## config.mk

```make
export PLATFORM = sky130hd
export DESIGN_NAME = dpc_front
export DESIGN_NICKNAME = d
export VERILOG_FILES = /design/src/sv/dpc_pkg.sv /design/src/sv/dpc_front.sv
export SDC_FILE = /design/constraint.sdc
export NUM_CORES = 1
export LEC_CHECK = 0
export ABC_AREA = 1
export BUFFER_PORTS_ARGS = -buffer_cell sky130_fd_sc_hd__buf_2
export CAP_MARGIN = 20
export CORE_AREA = 10 10 92 94
export CTS_CLUSTER_SIZE = 8
export DETAILED_ROUTE_END_ITERATION = 7
export DIE_AREA = 0 0 102 104
export PLACE_DENSITY = 0.7
export SLEW_MARGIN = 5
export SYNTH_ARGS = -nofsm -noshare
export SYNTH_HDL_FRONTEND = slang
export SYNTH_SLANG_ARGS = --single-unit
```

## constraint.sdc

```tcl
create_clock -name aclk -period 4 [get_ports aclk]
set_input_delay 0.2 -clock aclk [delete_from_list [all_inputs] [get_ports aclk]]
set_output_delay 0.2 -clock aclk [all_outputs]
set_load 0.005 [all_outputs]
```

## src/sv/dpc_pkg.sv

```systemverilog
// Shared types and constants for the depth image back-projection block.
// Used by the front end, the item queue, the projection pipeline and the top level.
// No dependencies.
package dpc_pkg;

    // Frame geometry limits and field widths
    localparam int MaxCols    = 1024;
    localparam int MaxRows    = 1024;
    localparam int DepthBits  = 16;
    localparam int ColBits    = 10;
    localparam int RowBits    = 10;
    localparam int DimBits    = 11;
    localparam int CenterBits = 14;
    localparam int InvBits    = 24;
    localparam int CoordBits  = 23;
    localparam int ZBits      = 16;
    localparam int ColourBits = 8;

    // Configuration port
    localparam int CfgIndexBits = 3;
    localparam int CfgDataBits  = 24;

    // Register indexes of the configuration port
    localparam logic [CfgIndexBits-1:0] RegColsInUse  = 3'd0;
    localparam logic [CfgIndexBits-1:0] RegRowsInUse  = 3'd1;
    localparam logic [CfgIndexBits-1:0] RegCenterXQ4  = 3'd2;
    localparam logic [CfgIndexBits-1:0] RegCenterYQ4  = 3'd3;
    localparam logic [CfgIndexBits-1:0] RegInvFocalX  = 3'd4;
    localparam logic [CfgIndexBits-1:0] RegInvFocalY  = 3'd5;

    // Reset values of the configuration registers
    localparam logic [DimBits-1:0]    ColsReset    = 11'd640;
    localparam logic [DimBits-1:0]    RowsReset    = 11'd480;
    localparam logic [CenterBits-1:0] CenterXReset = 14'd4976;
    localparam logic [CenterBits-1:0] CenterYReset = 14'd3904;
    localparam logic [InvBits-1:0]    InvFxReset   = 24'd28292;
    localparam logic [InvBits-1:0]    InvFyReset   = 24'd28532;

    // Stream widths
    localparam int InDataBits  = 40;
    localparam int OutDataBits = 88;

    // Queue depth between front and back
    localparam int QueueDepth    = 4;
    localparam int QueuePtrBits  = 2;
    localparam int QueueCntBits  = 3;

    // One classified pixel handed from the front end to the projection pipeline
    typedef struct packed {
        logic [DepthBits-1:0]  depth;
        logic                  has_color;
        logic [ColourBits-1:0] blue;
        logic [ColourBits-1:0] green;
        logic [ColourBits-1:0] red;
        logic [ColBits-1:0]    col;
        logic [RowBits-1:0]    row;
        logic                  point_valid;
        logic                  frame_end;
    } dpc_item_t;

    // Camera settings seen by the projection pipeline
    typedef struct packed {
        logic [CenterBits-1:0] center_x_q4;
        logic [CenterBits-1:0] center_y_q4;
        logic [InvBits-1:0]    inv_focal_x;
        logic [InvBits-1:0]    inv_focal_y;
    } dpc_cam_t;

endpackage

```

## src/sv/dpc_front.sv

```systemverilog
// Front end: accepts depth pixels, tracks column and row, and classifies each item.
// Depends on dpc_pkg.
module dpc_front
    import dpc_pkg::*;
(
    input  logic                   aclk,
    input  logic                   aresetn,
    input  logic                   s_tvalid,
    output logic                   s_tready,
    input  logic [InDataBits-1:0]  s_tdata,   // depth_sample, blue_in, green_in, red_in
    input  logic                   s_tuser,   // has_color
    input  logic [DimBits-1:0]     cols_in_use,
    input  logic [DimBits-1:0]     rows_in_use,
    input  logic                   q_full,
    output logic                   push,
    output dpc_item_t              push_item
);

    logic [ColBits-1:0] col_reg, col_next;
    logic [RowBits-1:0] row_reg, row_next;
    logic [DimBits-1:0] cols_cl, rows_cl;
    logic [DimBits-1:0] col_inc, row_inc;
    logic               row_end, last, accept, depth_nz;
    logic [DepthBits-1:0] depth;

    // Clamp the frame geometry into its legal range
    always_comb begin
        cols_cl = cols_in_use;
        if (cols_in_use == '0) begin
            cols_cl = DimBits'(1);
        end else if (cols_in_use > DimBits'(MaxCols)) begin
            cols_cl = DimBits'(MaxCols);
        end
        rows_cl = rows_in_use;
        if (rows_in_use == '0) begin
            rows_cl = DimBits'(1);
        end else if (rows_in_use > DimBits'(MaxRows)) begin
            rows_cl = DimBits'(MaxRows);
        end
    end

    // Position classification; a counter at or past the end counts as the end
    assign col_inc  = {1'b0, col_reg} + DimBits'(1);
    assign row_inc  = {1'b0, row_reg} + DimBits'(1);
    assign row_end  = col_inc >= cols_cl;
    assign last     = row_end && (row_inc >= rows_cl);
    assign s_tready = !q_full;
    assign accept   = s_tvalid && s_tready;
    assign depth    = s_tdata[DepthBits-1:0];
    assign depth_nz = depth != '0;

    // Counter update for the next pixel
    always_comb begin
        col_next = col_reg;
        row_next = row_reg;
        if (accept) begin
            if (row_end) begin
                col_next = '0;
                row_next = last ? '0 : row_inc[RowBits-1:0];
            end else begin
                col_next = col_inc[ColBits-1:0];
            end
        end
    end

    always_ff @(posedge aclk) begin
        if (!aresetn) begin
            col_reg <= '0;
            row_reg <= '0;
        end else begin
            col_reg <= col_next;
            row_reg <= row_next;
        end
    end

    // Zero-depth pixels are dropped unless they close the frame
    assign push = accept && (depth_nz || last);

    always_comb begin
        push_item.depth       = depth;
        push_item.has_color   = s_tuser;
        push_item.blue        = s_tdata[23:16];
        push_item.green       = s_tdata[31:24];
        push_item.red         = s_tdata[39:32];
        push_item.col         = col_reg;
        push_item.row         = row_reg;
        push_item.point_valid = depth_nz;
        push_item.frame_end   = last;
    end

endmodule

```

* Word level (Yosys, flattened, before mapping) *
Cells that the tools add are included.
W data, S select, Z words.

operators by class
  $add $sub $neg = 2
  $lt $le $gt $ge = 4
  multiplexer cells = 6
  reductions and logical operators = 9

operators with widths
  cell                     number
  $mux W11                 4
  $add A10 B1 Y11 const B  2
  $ge A11 B11 Y1           2
  $gt A11 B11 Y1 const B   2
  $logic_not A11 Y1        2
  $mux W10                 2
  $reduce_bool A16 Y1      1
  $logic_and A1 B1 Y1      3
  $reduce_and A2 Y1        1
  $logic_not A1 Y1         1
  $logic_or A1 B1 Y1       1

word-level totals
  bits in registers = 20
  input port bits = 67
  output and inout bits = 65
  logic and storage cells = 23

* Longest topological paths before layout *
Gate-level depths: netlist (run 1).

  depth after elaboration = 7
  gate-level depth with buffers = 18
  gate-level depth less buffers = 18

* Worst setup path after synthesis (run 1) *
Ideal clock, no wire load.

  path type = flip-flop to output port
  start point = reg row_reg[0]
  end point = out push
  arrival time = 2.181 ns
  slack = 1.619 ns
  stages on the path, launching flop included = 15
  buffers on the path = 0
  cell sequence = dfxtp_1 ha_1 nand2_2 inv_2 nand2_1 nor2_1 nand3_1 xor2_1 ha_1 nand2_1 nor2_1 nand3b_1 nand3_1 o21ai_0 a21oi_1

on the way
  longest elaborated chain between the ends = 5

RTL lines
  element                   RTL line         RTL
  start: declaration        dpc_front.sv:20  logic [RowBits-1:0] row_reg, row_next;
  start signal: assignment  dpc_front.sv:72  row_reg <= row_next;
  $add A10 B1 Y11           dpc_front.sv:44  assign row_inc = {1'b0, row_reg} + DimBits'(1);
  $ge A11 B11 Y1            dpc_front.sv:46  assign last = row_end && (row_inc >= rows_cl);
  $logic_and A1 B1 Y1       dpc_front.sv:46
  $logic_or A1 B1 Y1        dpc_front.sv:77  assign push = accept && (depth_nz || last);
  $logic_and A1 B1 Y1       dpc_front.sv:77
  end: declaration          dpc_front.sv:15  output logic push,

Every way passes these cells.

* Final worst setup path (run 1) *
Ends and elaborated chain as after synthesis.

==> results.ini, run 1 <==
[yosys]
yosys_warnings = 0
synth_cells = 337
synthesis.nets = 428
ys_ff_latch = 20
async_flop_share_pct = 0
ys.flop_type = dfxtp_1
ys_types = 29
yosysSeqAreaShare_pct = 17.7
synth_edf_count = 0
syn_area_sq_mm = 0.00227
avgSynthCellArea_sq_um = 6.73

[floorplan]
io_pins = 132
core_sq_mm = 0.00668
start_util_pct = 33.9
dieArea_sq_mm = 0.0106
die_h_um = 104
rows = 30
die_width_um = 102

[pwr]
power_frac_seq_pct = 39.5
swShare_pct = 26.6
p_switching_w = 0.000136
power.share.clock_pct = 40.8
comb_power_share_pct = 19.7
p_int_w = 0.000377
pwr_density_cell_mw_per_mm2 = 205
p_leak_nw = 1.39
power_w = 0.000513
ir_drop_v = 0.000101

[detailed_routing]
vias_per_cell = 4.73
drc_errors = 0
drt_iter0_drc = 56
via_count = 2159
ant_nets = 0
dr.pass1.iters = 4
wl_per_cell_um = 13.4
routed_wl_um = 6090

[sta]
min_period_ns = 3.10
hold_violations = 0
tns_ns = 0
finalCritPeriodShare_pct = 77.4
rsz0062_at_grt = no
worst_pin_slew_ns = 0.630
setup_viol_count_final = 0
skew_ns = 0.00439
slew_violations = 0
timing.hold.ws_ns = 0.238
slew_headroom_pct = 57.9
max_freq_ghz = 0.323

[clocking]
cts_root_buf = clkbuf_8
insertion_delay_ns = 0.26
clk_pin_slew_ns = 0.09
cts_tree = done
cts_resized = 0
cts_setup_buffers = 0
numCtsBuffers = 3
cts_max_path_buffers = 2
cts_htree_levels = 1
ctsHoldBuffers = 0
clock_sinks = 20

[global_route]
grt_pass1_wl_um = 10200
grt_pass1_vias = 2232
overflow = 0
grt_max_degree = 16
grt_use_total_pct = 11.5
grt_antenna_before_repair = 0

[critical_path]
cp_data_arrival_time_ns = 2.90
cp.required_ns = 3.80
cp_max_fo = 7
start_kind = register
critical_path_class = register to primary output
cp-end-kind = primary output

[run]
max-cap-violations = 0

[layout]
final_cell_mix = nand2_1 (87), buf_2 (81), inv_1 (28), nand3_1 (28), nor2_1 (27)
antennaDiodeCount = 0
utilization_pct = 37.5
nets = 468
final_common_cell = nand2_1
drive_above_1_share_pct = 28.7
area_delta_synth_final_pct = 10.7

[placement]
gp_congestion = 0.886
portBuffers = 81
dpl.hpwl_um = 5280

[status]
outcome = completed

[hold_path]
min_path_type = primary input to register

kinds of logic after synthesis:
kind of cell,synth area share (%)
DFF,17.7
buffers and inverters,20.4
AOI/OAI and AO/OA,6.51
and+or+nand+nor,36.1
xor gates and xnor gates,6.07
adders and majority gates,13.2
synthesized netlist by cell type (2+ instances only):
cell type  count  share of area (%)
nand2_1       87                 14
buf_4         43                 14
inv_1         28                4.6
nand3_1       28                6.2
nor2_1        27                4.5
ha_1          24                 13
a21oi_1       20                4.4
dfxtp_1       20                 18
xor2_1        12                4.6
inv_2          6               0.99
nor4_1         6                1.7
nand3b_1       5                1.7
nand2_2        4                1.1
nor3_1         4               0.88
o21ai_0        3               0.66
a21o_1         2               0.66
clkbuf_1       2               0.33
nand2_4        2               0.99
nor2_4         2               0.99
nor2_8         2                1.8
xnor2_2        2                1.4
worst max-delay path, stage by stage (launching register included):
cell and delay (ns):
dfxtp_1 0.46, ha_1 0.23, nand2_2 0.08, inv_2 0.06, nand2_1 0.04, nor2_1 0.15
nand3_1 0.13, xor2_1 0.18, ha_1 0.30, nand2_1 0.05, nor2_1 0.17, nand3b_1 0.14
nand3_1 0.18, o21ai_0 0.17, a21oi_1 0.15, buf_2 0.14
through the flow:
step	worst slack (ns)	instances	area, sq um
2_1_floorplan	1.62	337	2270
4_1_cts	0.892	456	2510
5_1_grt	0.648	456	2510
6_report	0.903	456	2510
3_5_place_dp	1.20	452	2440
3_3_place_gp	1.26	452	2440
final timing paths:
check | start | to | slack [ns] | cells after the start
hold reg to reg | row_reg[8] | row_reg[8] | 0.48 | 2
setup / recovery | row_reg[0] | push | 0.90 | 15
hold / removal | aresetn | row_reg[0] | 0.24 | 3
setup reg to reg | col_reg[0] | row_reg[8] | 1.33 | 15
area by class of cell:
type,count,area (sq um)
flip-flops and latches,20,400
repair buffers,81,405
fillers,731,4170
inverters,34,128
multi-input cells,237,1400
well taps,80,100
clock buffers,3,41.3
clock inverters,1,30.0
power by group through the flow:
| stage | combinational [W] | sequential, W | clock (W) |
|---|---|---|---|
| final | 0.000101 | 0.000202 | 0.000209 |
| after global routing | 0.000116 | 0.000203 | 0.000221 |
| after global placement | 0.000101 | 0.000207 | 0 |
| after CTS | 0.000103 | 0.000202 | 0.000211 |
| after detailed placement | 0.000103 | 0.000207 | 0 |
| after floorplan | 0.0000840 | 0.000207 | 0 |
per-layer routing:
| layer | routed length (um) | track usage, % | vias up | part of all wire [%] |
|---|---|---|---|---|
| li1 | - | - | 1127 | - |
| met1 | 2600 | 13.3 | 952 | 43 |
| met2 | 3010 | 19.6 | 70 | 49 |
| met3 | 399 | 3.39 | 10 | 6.6 |
| met4 | 87 | 3.23 | 0 | 1.4 |
| met5 | 0 | 0 | - | 0 |
Note: power is estimated with default switching activity, not from simulation.
==> inputs of run 2 (changes only) <==
clock period = 3.1 ns   (was 4 ns; I/O delays follow)
==> run 2 against run 1 <==
Compared with the run above: clock-buffer cell count unchanged; core utilization up 0.11 points; worst setup slack worse by 0.67 ns; design area up 0.30%; global-route usage unchanged; flip-flop and latch count unchanged; critical path type unchanged; via count down 0.19%; total power up 29%; clock power up 29%; clock skew about the same; non-clock buffer count unchanged; cell count unchanged; highest routed layer unchanged.
==> results.ini, run 2 (same netlist as run 1, synthesis figures left out) <==
[clocking]
insertion_delay_ns = 0.26  ; about the same
cts_resized = 0  ; unchanged
cts_root_buf = clkbuf_8
numCtsBuffers = 3  ; unchanged
ctsHoldBuffers = 0  ; unchanged
cts_tree = done
cts_max_path_buffers = 2  ; unchanged
clk_pin_slew_ns = 0.08  ; about the same
cts_htree_levels = 1  ; unchanged
clock_sinks = 20  ; unchanged
cts_setup_buffers = 0  ; unchanged

[critical_path]
cp.required_ns = 2.94  ; -0.86 ns
cp-end-kind = primary output
cp_data_arrival_time_ns = 2.71  ; -0.19 ns
cp_max_fo = 7  ; unchanged
ff2ff_path_depth = 15  ; unchanged
ff2ff_setup_slack_ns = 0.48  ; -0.85 ns
start_kind = register
r2r-start = col_reg[0]
critical_path_class = register to primary output
r2r_end = row_reg[8]

[sta]
skew_ns = 0.00472  ; +0.000325 ns
setup_viol_count_final = 0  ; unchanged
finalCritPeriodShare_pct = 92.5
min_period_ns = 2.87
finalWorstSetupSlack_ns = 0.233  ; -0.671 ns
worst_pin_slew_ns = 0.618  ; -0.0114 ns
max_freq_ghz = 0.349
hold_violations = 0  ; unchanged
rsz0062_at_grt = no
tns_ns = 0  ; unchanged
slew_violations = 0  ; unchanged
slew_headroom_pct = 58.7  ; +0.76 points

[floorplan]
io_pins = 132  ; unchanged
core_sq_mm = 0.00668  ; unchanged
die_h_um = 104  ; unchanged
die_width_um = 102  ; unchanged
dieArea_sq_mm = 0.0106  ; unchanged
rows = 30  ; unchanged
start_util_pct = 33.9  ; unchanged

[detailed_routing]
drt_iter0_drc = 54  ; -3.6%
dr.pass1.iters = 4  ; unchanged
ant_nets = 0  ; unchanged
via_count = 2155  ; -0.19%
drc_errors = 0  ; unchanged
vias_per_cell = 4.73  ; -0.19%
wl_per_cell_um = 13.3  ; about the same
routed_wl_um = 6090  ; about the same

[hold_path]
min_path_type = primary input to register
hold_depth = 3  ; unchanged
hold_end = row_reg[0]
hold_start = aresetn

[global_route]
grt_pass1_vias = 2232  ; unchanged
grt_antenna_before_repair = 0  ; unchanged
grt_max_degree = 16  ; unchanged
grt_pass1_wl_um = 10200  ; unchanged
grt_use_total_pct = 11.5  ; unchanged
overflow = 0  ; unchanged

[layout]
nets = 468  ; unchanged
antennaDiodeCount = 0  ; unchanged
final_common_cell = nand2_1
final_cell_mix = nand2_1 (87), buf_2 (81), inv_1 (28), nand3_1 (28), nor2_1 (25)
design_area_sq_mm = 0.00252  ; +0.30%
drive_above_1_share_pct = 29.8  ; +1.1 points
area_delta_synth_final_pct = 11.0

[pwr]
pwr_density_cell_mw_per_mm2 = 263  ; +29%
ir_drop_v = 0.000130  ; +29%
p_leak_nw = 1.40  ; about the same

[placement]
portBuffers = 81  ; unchanged
place_ws_ns = 0.350  ; -0.855 ns
placed_area_sq_mm = 0.00244  ; unchanged
gp_congestion = 0.886  ; unchanged
dpl.hpwl_um = 5280  ; unchanged

[status]
outcome = completed

[run]
max-cap-violations = 0  ; unchanged

-- run 2: cell counts in the layout (fill, tap and decap cells not counted) --
No cell type changed its count.
-- run 2: through the flow --
step                      cells  hold slack [ns]  power, W  util, %
final                       456            0.183  0.000662     37.7
after global routing        456            0.194  0.000697     37.7
after CTS                   456            0.184  0.000667     37.5
after detailed placement    452            0.310  0.000399     36.5
after global placement      452            0.310  0.000397     36.5
after floorplan             337            0.281  0.000375        -
-- run 2: metal layers --
| layer | global-route usage, % | part of all wire, % |
|---|---|---|
| met3 | 3.39 | 6.4 |
| met2 | 19.6 | 50 |
| met1 | 13.3 | 42 |
| met4 | 3.23 | 1.6 |
| met5 | 0 | 0 |
-- run 2: layout make-up --
cell class                      count  area, sq um
Multi-Input combinational cell    237         1410
Sequential cell                    20          403
Inverter                           34          128
Tap cell                           80          100
Clock inverter                      1         30.0
Fill cell                         730         4170
Timing Repair Buffer               81          405
Clock buffer                        3         41.3
-- run 2: worst max-delay path by stage --
stage / startpoint / endpoint / slack, ns / cells past startpoint
global route: col_reg[0] / push / 0.003 / 16
CTS: row_reg[0] / push / 0.04 / 15
floorplan: col_reg[0] / row_reg[0] / 0.76 / 15
global placement: row_reg[0] / push / 0.40 / 15
finish: row_reg[0] / push / 0.23 / 15
detailed placement: row_reg[0] / push / 0.35 / 15
-- run 2: worst max-delay path: stages (launching register included) --
cell and delay, ns:
dfxtp_2 0.40, ha_1 0.20, nand2_2 0.07, inv_2 0.06
nand2_1 0.04, nor2_1 0.15, nand3_1 0.14, xor2_1 0.18
ha_1 0.30, nand2_1 0.07, nor2_2 0.13, nand3b_1 0.12
nand3_1 0.17, o21ai_1 0.13, a21oi_1 0.14, buf_2 0.14
-- run 2: power by group --
part	switching [W]	internal [W]
Sequential	0.00000261	0.000259
Combinational	0.0000757	0.0000551
Clock	0.0000974	0.000173
==> inputs of run 3 (changes only) <==
CAP_MARGIN = 25   (was 20)
CTS_BUF_LIST = sky130_fd_sc_hd__clkbuf_16   (was not set)
==> run 3 against run 2 <==
Compared with the run above: via count shrank 0.70%; sequential share of layout area shrank 0.21 points; largest power group unchanged; sequential power is essentially flat; critical path type unchanged; register-to-register slack is essentially flat; combinational power is essentially flat; first-iteration DRC count grew 22%; clock-buffer cell count is the same; maximum frequency grew 0.45%.
==> results.ini, run 3 (same netlist as run 1, synthesis figures left out) <==
[status]
outcome = completed

[layout]
antennaDiodeCount = 0  ; unchanged
nets = 468  ; unchanged
final_common_cell = nand2_1
utilization_pct = 38.2  ; +0.51 points
final_cell_mix = nand2_1 (87), buf_2 (81), inv_1 (28), nand3_1 (28), nor2_1 (25)
area_delta_synth_final_pct = 12.5
fill_cells = 719  ; -1.5%
drive_above_1_share_pct = 29.8  ; unchanged

[critical_path]
startpoint = row_reg[0]
r2r-start = col_reg[0]
critical_path_class = register to primary output
endpoint = push
r2r_end = row_reg[8]
cp_data_arrival_time_ns = 2.70  ; about the same
cp.required_ns = 2.94  ; about the same
cp-end-kind = primary output
ff2ff_setup_slack_ns = 0.49  ; about the same
cp_max_fo = 7  ; unchanged
start_kind = register
ff2ff_path_depth = 15  ; unchanged

[placement]
gp_congestion = 0.886  ; unchanged
place_ws_ns = 0.350  ; unchanged
portBuffers = 81  ; unchanged
dpl.hpwl_um = 5280  ; unchanged

[sta]
min_period_ns = 2.85  ; -0.0128 ns
skew_ns = 0.00431  ; -0.000407 ns
max_freq_ghz = 0.350  ; +0.45%
finalCritPeriodShare_pct = 92.1  ; -0.41 points
setup_viol_count_final = 0  ; unchanged
finalWorstSetupSlack_ns = 0.246  ; +0.0128 ns
hold_violations = 0  ; unchanged
slew_violations = 0  ; unchanged
worst_pin_slew_ns = 0.645  ; +0.0264 ns
rsz0062_at_grt = no
tns_ns = 0  ; unchanged
slew_headroom_pct = 56.9  ; -1.8 points

[clocking]
ctsHoldBuffers = 0  ; unchanged
numCtsBuffers = 3  ; unchanged
cts_max_path_buffers = 2  ; unchanged
clk_pin_slew_ns = 0.06  ; -0.02 ns
cts_root_buf = clkbuf_16
cts_htree_levels = 1  ; unchanged
insertion_delay_ns = 0.26  ; about the same
clock_sinks = 20  ; unchanged
cts_tree = done

[pwr]
power.share.clock_pct = 48.1  ; +7.3 points
p_switching_w = 0.000187  ; +6.3%
ir_drop_v = 0.000175  ; +35%
swShare_pct = 24.7  ; -1.9 points
comb_power_share_pct = 17.3  ; -2.5 points
pwr_density_cell_mw_per_mm2 = 297  ; +13%
p_int_w = 0.000571  ; +17%
power_w = 0.000757  ; +14%
power_frac_seq_pct = 34.5  ; -5.0 points
p_leak_nw = 1.41  ; +1.1%

[detailed_routing]
via_count = 2140  ; -0.70%
drt_iter0_drc = 66  ; +22%
drc_errors = 0  ; unchanged
ant_nets = 0  ; unchanged
vias_per_cell = 4.69  ; -0.70%
routed_wl_um = 6140  ; +0.90%
wl_per_cell_um = 13.5  ; +0.90%
dr.pass1.iters = 4  ; unchanged

[floorplan]
start_util_pct = 33.9  ; unchanged
dieArea_sq_mm = 0.0106  ; unchanged
die_width_um = 102  ; unchanged
core_sq_mm = 0.00668  ; unchanged
rows = 30  ; unchanged
die_h_um = 104  ; unchanged
io_pins = 132  ; unchanged

[hold_path]
hold_start = aresetn
min_path_type = primary input to register

[global_route]
grt_pass1_vias = 2219  ; -0.58%
overflow = 0  ; unchanged
grt_max_degree = 16  ; unchanged
grt_pass1_wl_um = 10300  ; +0.48%
grt_use_total_pct = 11.6  ; +0.12 points
grt_antenna_before_repair = 0  ; unchanged

[run]
max-cap-violations = 0  ; unchanged

## run 3: what timing repair did
action / in CTS / in global routing
hold endpoints to repair: 0 / 0
setup endpoints to repair: 0 / 2
buffers inserted: 0 / 0
gates resized for setup: 0 / 5
## run 3: critical path, cell delays in order, from the launching register on
cell and delay [ns]:
dfxtp_2 0.39, ha_1 0.20, nand2_2 0.07, inv_2 0.06
nand2_1 0.04, nor2_1 0.15, nand3_1 0.14, nor3_1 0.18
ha_1 0.28, a21o_1 0.18, nor2_1 0.15, nand3_1 0.18
o21ai_1 0.17, a21oi_1 0.09, buf_2 0.16
## run 3: worst min path at each step
stage | to | cells after the start
final | row_reg[0] | 3
after global routing | row_reg[0] | 3
after CTS | row_reg[0] | 3
after detailed placement | push_item[22] | 0
after global placement | push_item[22] | 0
after floorplan | row_reg[0] | 2
## run 3: through the flow
stage | hold slack, ns | cells | instance area (sq um)
after floorplan | 0.281 | 337 | 2270
after global placement | 0.310 | 452 | 2440
after detailed placement | 0.310 | 452 | 2440
after CTS | 0.200 | 456 | 2540
after global routing | 0.213 | 456 | 2550
final | 0.195 | 456 | 2550
## run 3: routing by layer
metal / vias up / GRT usage (%) / wire length [um]
li1: 1125 / - / -
met5: - / 0 / 0
met2: 54 / 20.1 / 3030
met3: 10 / 3.19 / 339
met1: 951 / 13.4 / 2690
met4: 0 / 2.82 / 86
## run 3: cell type report
type	instances	area, sq um	share of cell area [%]
multi-input cells	237	1410	55.3
repair buffers	81	405	15.9
flip-flops and latches	20	403	15.8
inverters	34	128	5.00
well taps	80	100	3.93
clock buffers	3	75.1	2.94
clock inverters	1	30.0	1.18
## run 3: power groups by stage
stage               Combinational (W)  Clock, W  Sequential [W]
finish                       0.000131  0.000364        0.000262
global route                 0.000150  0.000380        0.000262
CTS                          0.000133  0.000367        0.000261
detailed placement           0.000132         0        0.000267
global placement             0.000130         0        0.000267
floorplan                    0.000108         0        0.000267
