$ cat config.mk
export PLATFORM = sky130hd
export DESIGN_NAME = dpc_queue
export DESIGN_NICKNAME = d
export VERILOG_FILES = /design/src/sv/dpc_pkg.sv /design/src/sv/dpc_queue.sv
export SDC_FILE = /design/constraint.sdc
export NUM_CORES = 1
export LEC_CHECK = 0
export BUFFER_PORTS_ARGS = -buffer_cell sky130_fd_sc_hd__buf_2
export CORE_MARGIN = 5
export CORE_UTILIZATION = 50
export DETAILED_ROUTE_END_ITERATION = 8
export GPL_ROUTABILITY_DRIVEN = 1
export PLACE_DENSITY = 0.76
export SETUP_SLACK_MARGIN = 0.15
export SYNTH_ARGS = -nofsm -noshare
export SYNTH_HDL_FRONTEND = slang
export SYNTH_SLANG_ARGS = --single-unit
export TNS_END_PERCENT = 30
$ cat constraint.sdc
create_clock -name aclk -period 2.86 [get_ports aclk]
set_input_delay 0.429 -clock aclk [delete_from_list [all_inputs] [get_ports aclk]]
set_output_delay 0.429 -clock aclk [all_outputs]
set_load 0.1 [all_outputs]
$ cat src/sv/dpc_pkg.sv
// Shared types and constants for the depth image back-projection block.
// Used by the front end, the item queue, the projection pipeline and the top level.
// No dependencies.
package dpc_pkg;

    // Frame geometry limits and field widths
    localparam int MaxCols    = 1024;
    localparam int MaxRows    = 1024;
    localparam int DepthBits  = 16;
    localparam int ColBits    = 10;
    localparam int RowBits    = 10;
    localparam int DimBits    = 11;
    localparam int CenterBits = 14;
    localparam int InvBits    = 24;
    localparam int CoordBits  = 23;
    localparam int ZBits      = 16;
    localparam int ColourBits = 8;

    // Configuration port
    localparam int CfgIndexBits = 3;
    localparam int CfgDataBits  = 24;

    // Register indexes of the configuration port
    localparam logic [CfgIndexBits-1:0] RegColsInUse  = 3'd0;
    localparam logic [CfgIndexBits-1:0] RegRowsInUse  = 3'd1;
    localparam logic [CfgIndexBits-1:0] RegCenterXQ4  = 3'd2;
    localparam logic [CfgIndexBits-1:0] RegCenterYQ4  = 3'd3;
    localparam logic [CfgIndexBits-1:0] RegInvFocalX  = 3'd4;
    localparam logic [CfgIndexBits-1:0] RegInvFocalY  = 3'd5;

    // Reset values of the configuration registers
    localparam logic [DimBits-1:0]    ColsReset    = 11'd640;
    localparam logic [DimBits-1:0]    RowsReset    = 11'd480;
    localparam logic [CenterBits-1:0] CenterXReset = 14'd4976;
    localparam logic [CenterBits-1:0] CenterYReset = 14'd3904;
    localparam logic [InvBits-1:0]    InvFxReset   = 24'd28292;
    localparam logic [InvBits-1:0]    InvFyReset   = 24'd28532;

    // Stream widths
    localparam int InDataBits  = 40;
    localparam int OutDataBits = 88;

    // Queue depth between front and back
    localparam int QueueDepth    = 4;
    localparam int QueuePtrBits  = 2;
    localparam int QueueCntBits  = 3;

    // One classified pixel handed from the front end to the projection pipeline
    typedef struct packed {
        logic [DepthBits-1:0]  depth;
        logic                  has_color;
        logic [ColourBits-1:0] blue;
        logic [ColourBits-1:0] green;
        logic [ColourBits-1:0] red;
        logic [ColBits-1:0]    col;
        logic [RowBits-1:0]    row;
        logic                  point_valid;
        logic                  frame_end;
    } dpc_item_t;

    // Camera settings seen by the projection pipeline
    typedef struct packed {
        logic [CenterBits-1:0] center_x_q4;
        logic [CenterBits-1:0] center_y_q4;
        logic [InvBits-1:0]    inv_focal_x;
        logic [InvBits-1:0]    inv_focal_y;
    } dpc_cam_t;

endpackage

$ cat src/sv/dpc_queue.sv
// Short queue of classified items between the front end and the projection pipeline.
// Depends on dpc_pkg.
module dpc_queue
    import dpc_pkg::*;
(
    input  logic      aclk,
    input  logic      aresetn,
    input  logic      push,
    input  dpc_item_t push_item,
    output logic      full,
    input  logic      pop,
    output logic      not_empty,
    output dpc_item_t head_item
);

    dpc_item_t              mem_reg [QueueDepth];
    logic [QueuePtrBits-1:0] wr_reg, wr_next, rd_reg, rd_next;
    logic [QueueCntBits-1:0] cnt_reg, cnt_next;
    logic                    do_push, do_pop;

    assign full      = cnt_reg == QueueCntBits'(QueueDepth);
    assign not_empty = cnt_reg != '0;
    assign do_push   = push && !full;
    assign do_pop    = pop && not_empty;
    assign head_item = mem_reg[rd_reg];

    // Pointer and fill-count update
    always_comb begin
        wr_next  = do_push ? wr_reg + QueuePtrBits'(1) : wr_reg;
        rd_next  = do_pop  ? rd_reg + QueuePtrBits'(1) : rd_reg;
        cnt_next = cnt_reg;
        if (do_push && !do_pop) begin
            cnt_next = cnt_reg + QueueCntBits'(1);
        end else if (do_pop && !do_push) begin
            cnt_next = cnt_reg - QueueCntBits'(1);
        end
    end

    always_ff @(posedge aclk) begin
        if (!aresetn) begin
            wr_reg  <= '0;
            rd_reg  <= '0;
            cnt_reg <= '0;
        end else begin
            wr_reg  <= wr_next;
            rd_reg  <= rd_next;
            cnt_reg <= cnt_next;
        end
    end

    // Storage write
    always_ff @(posedge aclk) begin
        if (do_push) begin
            mem_reg[wr_reg] <= push_item;
        end
    end

endmodule

After elaboration in Yosys (flattened, before gate mapping)
Memory sizes are Yosys's and may differ from the RTL's. A register that Yosys moved wholly into a read port is not among the register bits. Index checks and enable logic that the tools add are counted.

Bits in registers: 7. Bits in writable memories: 252. Bits of input ports: 67. Output and inout port bits: 65. Memories kept: 1.

$add $sub $neg: 4. Eq/ne operators: 1. Multiplexer cells: 6. Reductions and logical operators: 9.

Memory list: mem_reg (words 4, width 63, read ports 1, clocked after memory_dff 1, wr ports 1, line dpc_queue.sv:16) `dpc_item_t mem_reg [QueueDepth];`.

Operators by type and width (number): 3-bit two-way mux (2); 2-bit by 1-bit adder with 2-bit output (second input constant) (2); 1-bit logical AND (4); 2-bit two-way mux (2); 3-bit by 1-bit adder with 3-bit output (second input constant) (1); 3-bit == test (second input constant) (1); 1-bit zero test (3); 3-bit nonzero test (1); 3-bit by 1-bit subtractor with 3-bit output (second input constant) (1); 1-bit two-way mux (2); 2-bit nonzero test (1).

Longest topological paths before layout
Gate-level depths: netlist of the first run.

Depth after elaboration: 7. Gate-level depth with buffers: 9.

Least setup slack after synthesis of the first run
No wires, ideal clock.

Path type: register to register. From: register cnt_reg[2]. To: memory mem_reg[0][0] in the netlist's numbering, enable pin. Setup time: 0.542 ns. Arrival: 2.739 ns. Data required time: 2.318 ns. Path slack: -0.421 ns. Stages on the path, launching flop included: 5. Path buffers: 1. Path through: dfxtp_1 nor3b_2 nor2b_1 buf_2 and2_1.

Word-level cells in the longest chain between the ends: 5.

Ends and longest elaborated chain: start: declaration (line dpc_queue.sv:18) `logic [QueueCntBits-1:0] cnt_reg, cnt_next;`; start signal: assignment (line dpc_queue.sv:47) `cnt_reg <= cnt_next;`; 3-bit == test (line dpc_queue.sv:21) `assign full = cnt_reg == QueueCntBits'(QueueDepth);`; net full (line dpc_queue.sv:10) `output logic full,`; 1-bit zero test (line dpc_queue.sv:23) `assign do_push = push && !full;`; 1-bit logical AND (line dpc_queue.sv:23); net do_push (line dpc_queue.sv:19) `logic do_push, do_pop;`; 1-bit two-way mux (line dpc_queue.sv:53) `if (do_push) begin`; 1-bit two-way mux (implied by the code) (line dpc_queue.sv:54) `mem_reg[wr_reg] <= push_item;`; end: declaration (line dpc_queue.sv:16).

The timed path passes the listed nets, and every way through them passes these cells.

==> results of run 1 <==
[cell usage in the layout (no fill, tap or decap), types with 3 or more instances in the layout]
cell type and n:
clkbuf_16 27, buf_12 7, ha_1 5, edfxtp_1 252, clkinv_2 3, buf_2 131
clkbuf_1 5, mux4_2 63, nand2_1 4, xnor2_1 3, clkinv_1 7, and2_4 4
inv_1 3, and2_1 4, buf_4 10, mux2i_1 3, dfxtp_1 7
[repair_timing]
| action | CTS | global route |
|---|---|---|
| endpoints found under the setup margin | 46 | 0 |
| buffers inserted | 3 | 0 |
| hold buffers | 0 | 0 |
[how the worst min path moves through the flow]
stage | start | end | slack [ns] | depth (start not counted)
after detailed placement | wr_reg[0]$_SDFFE_PN0P_ | wr_reg[0]$_SDFFE_PN0P_ | 0.51 | 2
after global routing | push_item[46] | mem_reg[0][46]$_DFFE_PP_ | 0.10 | 1
after CTS | push_item[16] | mem_reg[2][16]$_DFFE_PP_ | 0.1 | 1
final | push_item[46] | mem_reg[0][46]$_DFFE_PP_ | 0.12 | 1
after global placement | wr_reg[1]$_SDFFE_PN0P_ | wr_reg[1]$_SDFFE_PN0P_ | 0.48 | 2
after floorplan | wr_reg[1]$_SDFFE_PN0P_ | wr_reg[1]$_SDFFE_PN0P_ | 0.47 | 2
[Yosys cell counts (2+ instances only)]
library cell	count
nor2b_1	2
inv_1	3
mux2i_1	3
buf_12	6
dfxtp_1	9
mux4_2	63
nand2_1	4
edfxtp_1	252
and2_1	8
ha_1	5
buf_2	7
or3_1	2
xnor2_1	3
[layer usage]
| layer | track usage, % | vias to the layer above |
|---|---|---|
| li1 | - | 1918 |
| met1 | 20.5 | 2215 |
| met2 | 27.3 | 145 |
| met3 | 3.98 | 29 |
| met4 | 3.66 | 2 |
| met5 | 0 | - |
[metrics by stage]
step | cell area, um2 | utilization [%] | setup slack (ns)
finish | 11400 | 60.8 | 0.316
global route | 11400 | 60.8 | 0.219
CTS | 11400 | 60.8 | 0.264
detailed placement | 10700 | 56.6 | 0.614
global placement | 10700 | 56.6 | 0.660
floorplan | 9650 | - | -0.0548
[worst max-delay path, stage by stage, from the launching register on]
cell,delay [ns]
dfxtp_4,0.53
buf_4,0.36
mux4_2,0.27
buf_2,0.43
[layout make-up]
class / instances / area [um2] / share of cell area, %
timing repair buffer: 149 / 886 / 7.74
multi-input combinational: 97 / 1720 / 15.0
sequential: 261 / 7750 / 67.7
inverter: 3 / 11.3 / 0.0984
clock inverter: 12 / 56.3 / 0.492
clock buffer: 32 / 694 / 6.07
tap: 260 / 325 / 2.84
[logic make-up (layout without fill, tap and decap cells)]
kind of cell,Yosys count,after routing,synth area share [%]
buffers and inverters,19,196,1.93
flip-flops,261,261,80.4
adder cells (fa/ha/maj),6,6,0.857
multiplexers,66,66,15.0
AND/OR/NAND/NOR,17,17,1.06
AO/OA/AOI/OAI,4,4,0.351
XOR/XNOR,4,4,0.364
==> flow_metrics.env, run 1 <==
export IMPL_reg2reg_setup_slack_ns=0.62
export IMPL_antenna_cells_inserted=0
export IMPL_worst_setup_path_end_kind="primary output"
export IMPL_cp_max_fo=20
export IMPL_ys_warn_count=0
export IMPL_worst_pin_slew_ns=0.500
export IMPL_max_freq_mhz=393
export IMPL_ys_seq_area_share_pct=80.4
export IMPL_clk_latency_ns=0.52
export IMPL_design_core_area_mm2=0.0188
export IMPL_fin_skew_ns=0.0184
export IMPL_nFillCells=1282
export IMPL_topRoutingLayerUsed="met5"
export IMPL_htree_levels=1
export IMPL_initial_antenna_violation_count=1
export IMPL_grt_ovfl_total=0
export IMPL_min_delay_path_class="in -> reg"
export IMPL_cp_arrival_ns=2.11
export IMPL_placement_rows=50
export IMPL_wire_per_inst_um=21.1
export IMPL_design_die_area_mm2=0.0222
export IMPL_crit_path_end="head_item[47]"
export IMPL_critical_path_reg2reg_endpoint="cnt_reg[2]$_SDFFE_PN0P_"
export IMPL_num_nets_final=611
export IMPL_wl_met2_um=8830
export IMPL_antenna_violating_nets_post_route=0
export IMPL_hold_slack_final_ns=0.119
export IMPL_wirelength_um=17200
export IMPL_dieHeight_um=149
export IMPL_route_detailed_drc=0
export IMPL_final_setup_viol_count=0
export IMPL_syn_area_per_cell_um2=25.6
export IMPL_m1WireLength_um=6870
export IMPL_wl_met3_um=1120
export IMPL_numCtsBuffers=26
export IMPL_port_buffers=131
export IMPL_clkTransAtPathRegs_ns=0.06
export IMPL_vias_per_std_cell=5.29
export IMPL_vias=4309
export IMPL_finish_cell_count_without_fillers=814
export IMPL_worst_setup_path_type="reg -> out"
export IMPL_setup_repair_after_global_routing_missed_its_margin="false"
export IMPL_firstDrtPassIters=4
export IMPL_grt_first_pass_wirelength_um=26900
export IMPL_synth_area_leader_cell="edfxtp_1"
export IMPL_pin_count_of_the_biggest_net_entering_global_routing=34
export IMPL_die_w_um=149
export IMPL_timing_max_transition_violations_final=0
export IMPL_total_grt_usage_pct=15.8
export IMPL_grt_pass1_vias=4855
export IMPL_tritoncts_clock_tree="done"
export IMPL_ys_dominant_reg_cell="edfxtp_1"
export IMPL_asyncSetResetFlopFracSynth_pct=0
export IMPL_clock_root_buffer="clkbuf_16"
export IMPL_placed_cells_incl_taps=767
export IMPL_synth_top_area_share_pct=78.5
export IMPL_ioPinCount=132
export IMPL_kind_of_launch_point_of_the_worst_setup_path="flop"
export IMPL_finalSetupTns_ns=0
export IMPL_critical_path_reg2reg_startpoint="cnt_reg[0]$_SDFFE_PN0P_"
export IMPL_clock_path_buffers=3
export IMPL_hpwl_um=10400
export IMPL_finalCritPeriodShare_pct=88.9
export IMPL_r2r_worst_path_cells=9
export IMPL_floorplan_initialDensity_pct=51.2
export IMPL_area_growth_syn_to_layout_pct=18.8
export IMPL_yosys_cell_types_count=23
export IMPL_timing_max_slew_rel_slack_pct=66.9
export IMPL_run_status="finished, final reports clean"
export IMPL_synth_area_top_cells="edfxtp_1 79%, mux4_2 15%, dfxtp_1 1.9%"
export IMPL_postSynthCellCount=377
export IMPL_cap_violations=0
export IMPL_syn_area_mm2=0.00964
export IMPL_flip_flop_count_of_the_largest_register_all_copies_and_words_added=252
export IMPL_ctsResizeCount=0
export IMPL_synthesis_nets=450
export IMPL_hold_viol=0
export IMPL_gp_routability_congestion=0.722
export IMPL_clkSinkCount=261
export IMPL_period_minus_slack_ns=2.54
export IMPL_detailedRoute_firstIterationViolations=258
export IMPL_synth_edff_count=252
export IMPL_drive_above_1_share_pct=45.5
export IMPL_cp_data_required_time_ns=2.43
export IMPL_ys_ff_latch=261
Power of run 1 is left out: the tool's default activity adds up to more than one toggle a clock period on the data nets, which glitch-free logic cannot reach.
==> inputs of run 2 (changes only) <==
Settings changed: CAP_MARGIN set to 20, PLACE_DENSITY 0.76 to 0.73.
Clock period 2.86 ns to 2.5 ns, I/O delays scaled along.
==> run 2 against run 1 <==
- utilization rose by 4.3 points
- global-route usage rose by 0.20 points
- design area rose by 7.1%
- first-iteration DRC count rose by 28%
- routed wire length rose by 8.8%
- clock-buffer cell count rose by 4
- sequential cell count did not move
- highest routed layer unchanged
- final cell count rose by 1.7%
- register-to-register slack got worse by 0.21 ns
==> flow_metrics.env, run 2 (synthesized netlist as in run 1, its figures left out) <==
export IMPL_cp_data_required_time_ns=2.12
export IMPL_placed_area_mm2=0.0107
export IMPL_worst_pin_slew_ns=0.505
export IMPL_total_grt_usage_pct=16.0
export IMPL_gp_routability_congestion=0.746
export IMPL_wirelength_um=18700
export IMPL_kind_of_launch_point_of_the_worst_setup_path="flop"
export IMPL_antenna_cells_inserted=0
export IMPL_detailedRoute_firstIterationViolations=330
export IMPL_placement_rows=50
export IMPL_hpwl_um=10400
export IMPL_post_route_util_pct=65.1
export IMPL_worst_setup_path_type="reg -> out"
export IMPL_design_die_area_mm2=0.0222
export IMPL_clock_root_buffer="clkbuf_16"
export IMPL_max_freq_mhz=425
export IMPL_clk_latency_ns=0.52
export IMPL_cp_arrival_ns=1.98
export IMPL_htree_levels=1
export IMPL_port_buffers=131
export IMPL_crit_path_top_delay_cell="mux4_2"
export IMPL_worst_slack_at_placement_ns=0.442
export IMPL_flip_flop_count_of_the_largest_register_all_copies_and_words_added=252
export IMPL_wire_per_inst_um=22.6
export IMPL_nFillCells=1209
export IMPL_clkSinkCount=261
export IMPL_layout_common_cells="252 x edfxtp_1, 72 x buf_2, 63 x mux4_2"
export IMPL_vias=4490
export IMPL_drive_above_1_share_pct=48.4
export IMPL_min_delay_path_class="in -> reg"
export IMPL_worst_setup_path_end_kind="primary output"
export IMPL_setup_repair_after_global_routing_missed_its_margin="true"
export IMPL_cap_violations=0
export IMPL_die_w_um=149
export IMPL_setup_slack_ns=0.147
export IMPL_timing_critical_path_cells="buf_6, buf_16, mux4_2, buf_12"
export IMPL_route_detailed_drc=0
export IMPL_firstDrtPassIters=4
export IMPL_family_of_cells_with_the_greatest_summed_delay_on_the_critical_path="multiplexers"
export IMPL_initial_antenna_violation_count=2
export IMPL_vias_per_std_cell=5.42
export IMPL_clkTransAtPathRegs_ns=0.06
export IMPL_worstPathBufferInverterCount=3
export IMPL_cp_max_fo=5
export IMPL_fin_skew_ns=0.00929
export IMPL_floorplan_initialDensity_pct=51.2
export IMPL_ioPinCount=132
export IMPL_hold_viol=0
export IMPL_finalSetupTns_ns=0
export IMPL_final_setup_viol_count=0
export IMPL_layout_commonest_cell="edfxtp_1"
export IMPL_design_core_area_mm2=0.0188
export IMPL_num_nets_final=621
export IMPL_cts_hold_fix_buffers=0
export IMPL_grt_pass1_vias=4744
export IMPL_dieHeight_um=149
export IMPL_run_status="finished, final reports clean"
export IMPL_timing_max_transition_violations_final=0
export IMPL_pin_count_of_the_biggest_net_entering_global_routing=37
export IMPL_antenna_violating_nets_post_route=0
export IMPL_area_growth_syn_to_layout_pct=27.2
export IMPL_critical_path_max_stage_delay_ns=0.56
export IMPL_grt_first_pass_wirelength_um=27100
export IMPL_clock_path_buffers=3
export IMPL_grt_ovfl_total=0
export IMPL_timing_max_slew_rel_slack_pct=66.6
export IMPL_multi_input_comb_area_mm2=0.00173
export IMPL_finalCritPeriodShare_pct=94.1
export IMPL_period_minus_slack_ns=2.35
export IMPL_numCtsBuffers=27
export IMPL_layout_area_seq_mm2=0.00776
export IMPL_final_cell_area_mm2=0.0123
export IMPL_tritoncts_clock_tree="done"
run 2: area by class of cell:
type,count,area share (%)
well taps,260,2.65
inverters,3,0.0919
repair buffers,158,12.5
flip-flops and latches,261,63.3
clock inverters,13,1.36
clock buffers,36,5.95
multi-input cells,97,14.1
run 2: what timing repair did:
action                                  CTS  global route
endpoints found under the setup margin   63            63
buffers inserted                          1             2
cloned                                    2             7
resized for setup                        88            41
run 2: final timing paths:
| path | from | end | slack, ns | cells after the start |
|---|---|---|---|---|
| setup / recovery | flop | head_item[37] | 0.15 | 4 |
| hold / removal | push_item[5] | mem_reg[3][5]$_DFFE_PP_ | 0.07 | 1 |
| hold reg to reg | wr_reg[0]$_SDFFE_PN0P_ | wr_reg[0]$_SDFFE_PN0P_ | 0.50 | 2 |
| setup reg to reg | cnt_reg[1]$_SDFFE_PN0P_ | cnt_reg[2]$_SDFFE_PN0P_ | 0.41 | 7 |
run 2: layer usage:
metal	GRT usage, %	share of wire [%]	vias to the layer above	wire, um
met5	0	0.075	-	14
met4	3.66	1.6	4	303
met3	3.98	7.2	29	1340
met2	26.6	50	151	9260
met1	21.8	42	2355	7750
li1	-	-	1951	-
run 2: stage by stage:
stage / hold WS, ns / std cells
after floorplan: 0.468 / 377
after global placement: 0.477 / 767
after detailed placement: 0.505 / 767
after CTS: 0.0415 / 819
after global routing: 0.0386 / 828
final: 0.0698 / 828
Power of run 2 is left out for the same reason.
==> inputs of run 3 (changes only) <==
Settings changed: PLACE_DENSITY 0.73 to not set, PLACE_DENSITY_LB_ADDON set to 0.12.
Clock period 2.5 ns to 2.71 ns, I/O delays scaled along.
==> run 3 against run 2 <==
- critical path depth down 1
- routed wire length down 9.6%
- die area unchanged
- via count down 3.7%
- first-iteration DRC count down 31%
- critical endpoint is now head_item[0]
- largest cell class unchanged
- highest routed layer is now met4
==> flow_metrics.env, run 3 (synthesized netlist as in run 1, its figures left out) <==
export IMPL_family_of_cells_with_the_greatest_summed_delay_on_the_critical_path="buffers and inverters"
export IMPL_timing_max_slew_rel_slack_pct=65.2
export IMPL_fin_skew_ns=0.00967
export IMPL_placed_cells_incl_taps=768
export IMPL_port_buffers=131
export IMPL_multi_input_comb_area_mm2=0.00172
export IMPL_layout_common_cells="252 x edfxtp_1, 131 x buf_2, 63 x mux4_2"
export IMPL_max_freq_mhz=394
export IMPL_cts_hold_fix_buffers=0
export IMPL_run_status="finished, final reports clean"
export IMPL_vias=4322
export IMPL_setup_repair_after_global_routing_missed_its_margin="true"
export IMPL_grt_busiest_layer="met2"
export IMPL_finish_cell_count_without_fillers=815
export IMPL_period_minus_slack_ns=2.54
export IMPL_crit_path_top_delay_cell="mux4_2"
export IMPL_htree_levels=1
export IMPL_worst_setup_path_type="reg -> out"
export IMPL_design_core_area_mm2=0.0188
export IMPL_min_delay_path_class="in -> reg"
export IMPL_cp_max_fo=45
export IMPL_grt_first_pass_wirelength_um=26700
export IMPL_critical_path_max_stage_delay_ns=0.58
export IMPL_drive_above_1_share_pct=45.8
export IMPL_nFillCells=1363
export IMPL_finalSetupTns_ns=0
export IMPL_worst_pin_slew_ns=0.526
export IMPL_clkSinkCount=261
export IMPL_worstPathBufferInverterCount=2
export IMPL_clock_path_buffers=3
export IMPL_die_w_um=149
export IMPL_kind_of_launch_point_of_the_worst_setup_path="flop"
export IMPL_post_route_util_pct=60.9
export IMPL_pin_count_of_the_biggest_net_entering_global_routing=46
export IMPL_design_die_area_mm2=0.0222
export IMPL_wire_per_inst_um=20.7
export IMPL_placement_rows=50
export IMPL_worst_setup_path_end_kind="primary output"
export IMPL_grt_ovfl_total=0
export IMPL_antenna_cells_inserted=0
export IMPL_grt_pass1_vias=4760
export IMPL_final_setup_viol_count=0
export IMPL_firstDrtPassIters=4
export IMPL_cp_arrival_ns=2.13
export IMPL_cp_data_required_time_ns=2.30
export IMPL_met1_track_usage_gr_pct=19.7
export IMPL_timing_critical_path_cells="buf_16, mux4_2, buf_2"
export IMPL_layout_commonest_cell="edfxtp_1"
export IMPL_clkTransAtPathRegs_ns=0.06
export IMPL_hpwl_um=10600
export IMPL_layout_area_seq_mm2=0.00775
export IMPL_area_growth_syn_to_layout_pct=19.0
export IMPL_finalCritPeriodShare_pct=93.6
export IMPL_route_detailed_drc=0
export IMPL_total_grt_usage_pct=15.8
export IMPL_numCtsBuffers=26
export IMPL_floorplan_initialDensity_pct=51.2
export IMPL_flip_flop_count_of_the_largest_register_all_copies_and_words_added=252
export IMPL_antenna_violating_nets_post_route=0
export IMPL_clock_root_buffer="clkbuf_16"
export IMPL_hold_viol=0
export IMPL_vias_per_std_cell=5.30
export IMPL_cap_violations=0
export IMPL_ioPinCount=132
export IMPL_gp_routability_congestion=0.738
export IMPL_r2r_worst_path_cells=8
export IMPL_dieHeight_um=149
export IMPL_timing_max_transition_violations_final=0
export IMPL_use_met2_pct=27.8
export IMPL_clk_latency_ns=0.52
export IMPL_critical_path_cell_count=3
export IMPL_wirelength_um=16900
export IMPL_detailedRoute_firstIterationViolations=229
export IMPL_initial_antenna_violation_count=0
export IMPL_tritoncts_clock_tree="done"
export IMPL_grt_use_met3_pct=4.07
export IMPL_hold_depth=1
export IMPL_num_nets_final=609
## run 3: worst paths after layout
kind	startpoint	to	slack, ns
max	flop	head_item[0]	0.17
min	push_item[48]	mem_reg[0][48]$_DFFE_PP_	0.10
max reg2reg	cnt_reg[0]$_SDFFE_PN0P_	cnt_reg[2]$_SDFFE_PN0P_	0.49
min reg2reg	wr_reg[1]$_SDFFE_PN0P_	wr_reg[1]$_SDFFE_PN0P_	0.50
## run 3: per-stage QoR
stage | setup slack [ns] | hold WS [ns] | area, um2
3_5_place_dp | 0.513 | 0.496 | 10700
6_report | 0.173 | 0.102 | 11500
2_1_floorplan | -0.205 | 0.468 | 9650
3_3_place_gp | 0.671 | 0.476 | 10700
5_1_grt | 0.0816 | 0.0763 | 11500
4_1_cts | 0.134 | 0.0739 | 11500
## run 3: metal layers
layer	up-vias	part of all wire (%)
li1	1935	-
met1	2254	39
met2	111	53
met3	22	6.4
met4	0	1.5
met5	-	0
## run 3: cell type report
class | count | share of cell area [%]
Multi-Input combinational cell | 97 | 15.0
Clock inverter | 14 | 0.840
Inverter | 3 | 0.0982
Tap cell | 260 | 2.84
Sequential cell | 261 | 67.6
Clock buffer | 33 | 6.09
Timing Repair Buffer | 147 | 7.49
## run 3: timing repair
item,CTS,global route
resized for setup,1,0
cloned,0,0
setup buffers,0,0
setup endpoints to repair,20,63
Power of run 3 is left out for the same reason.
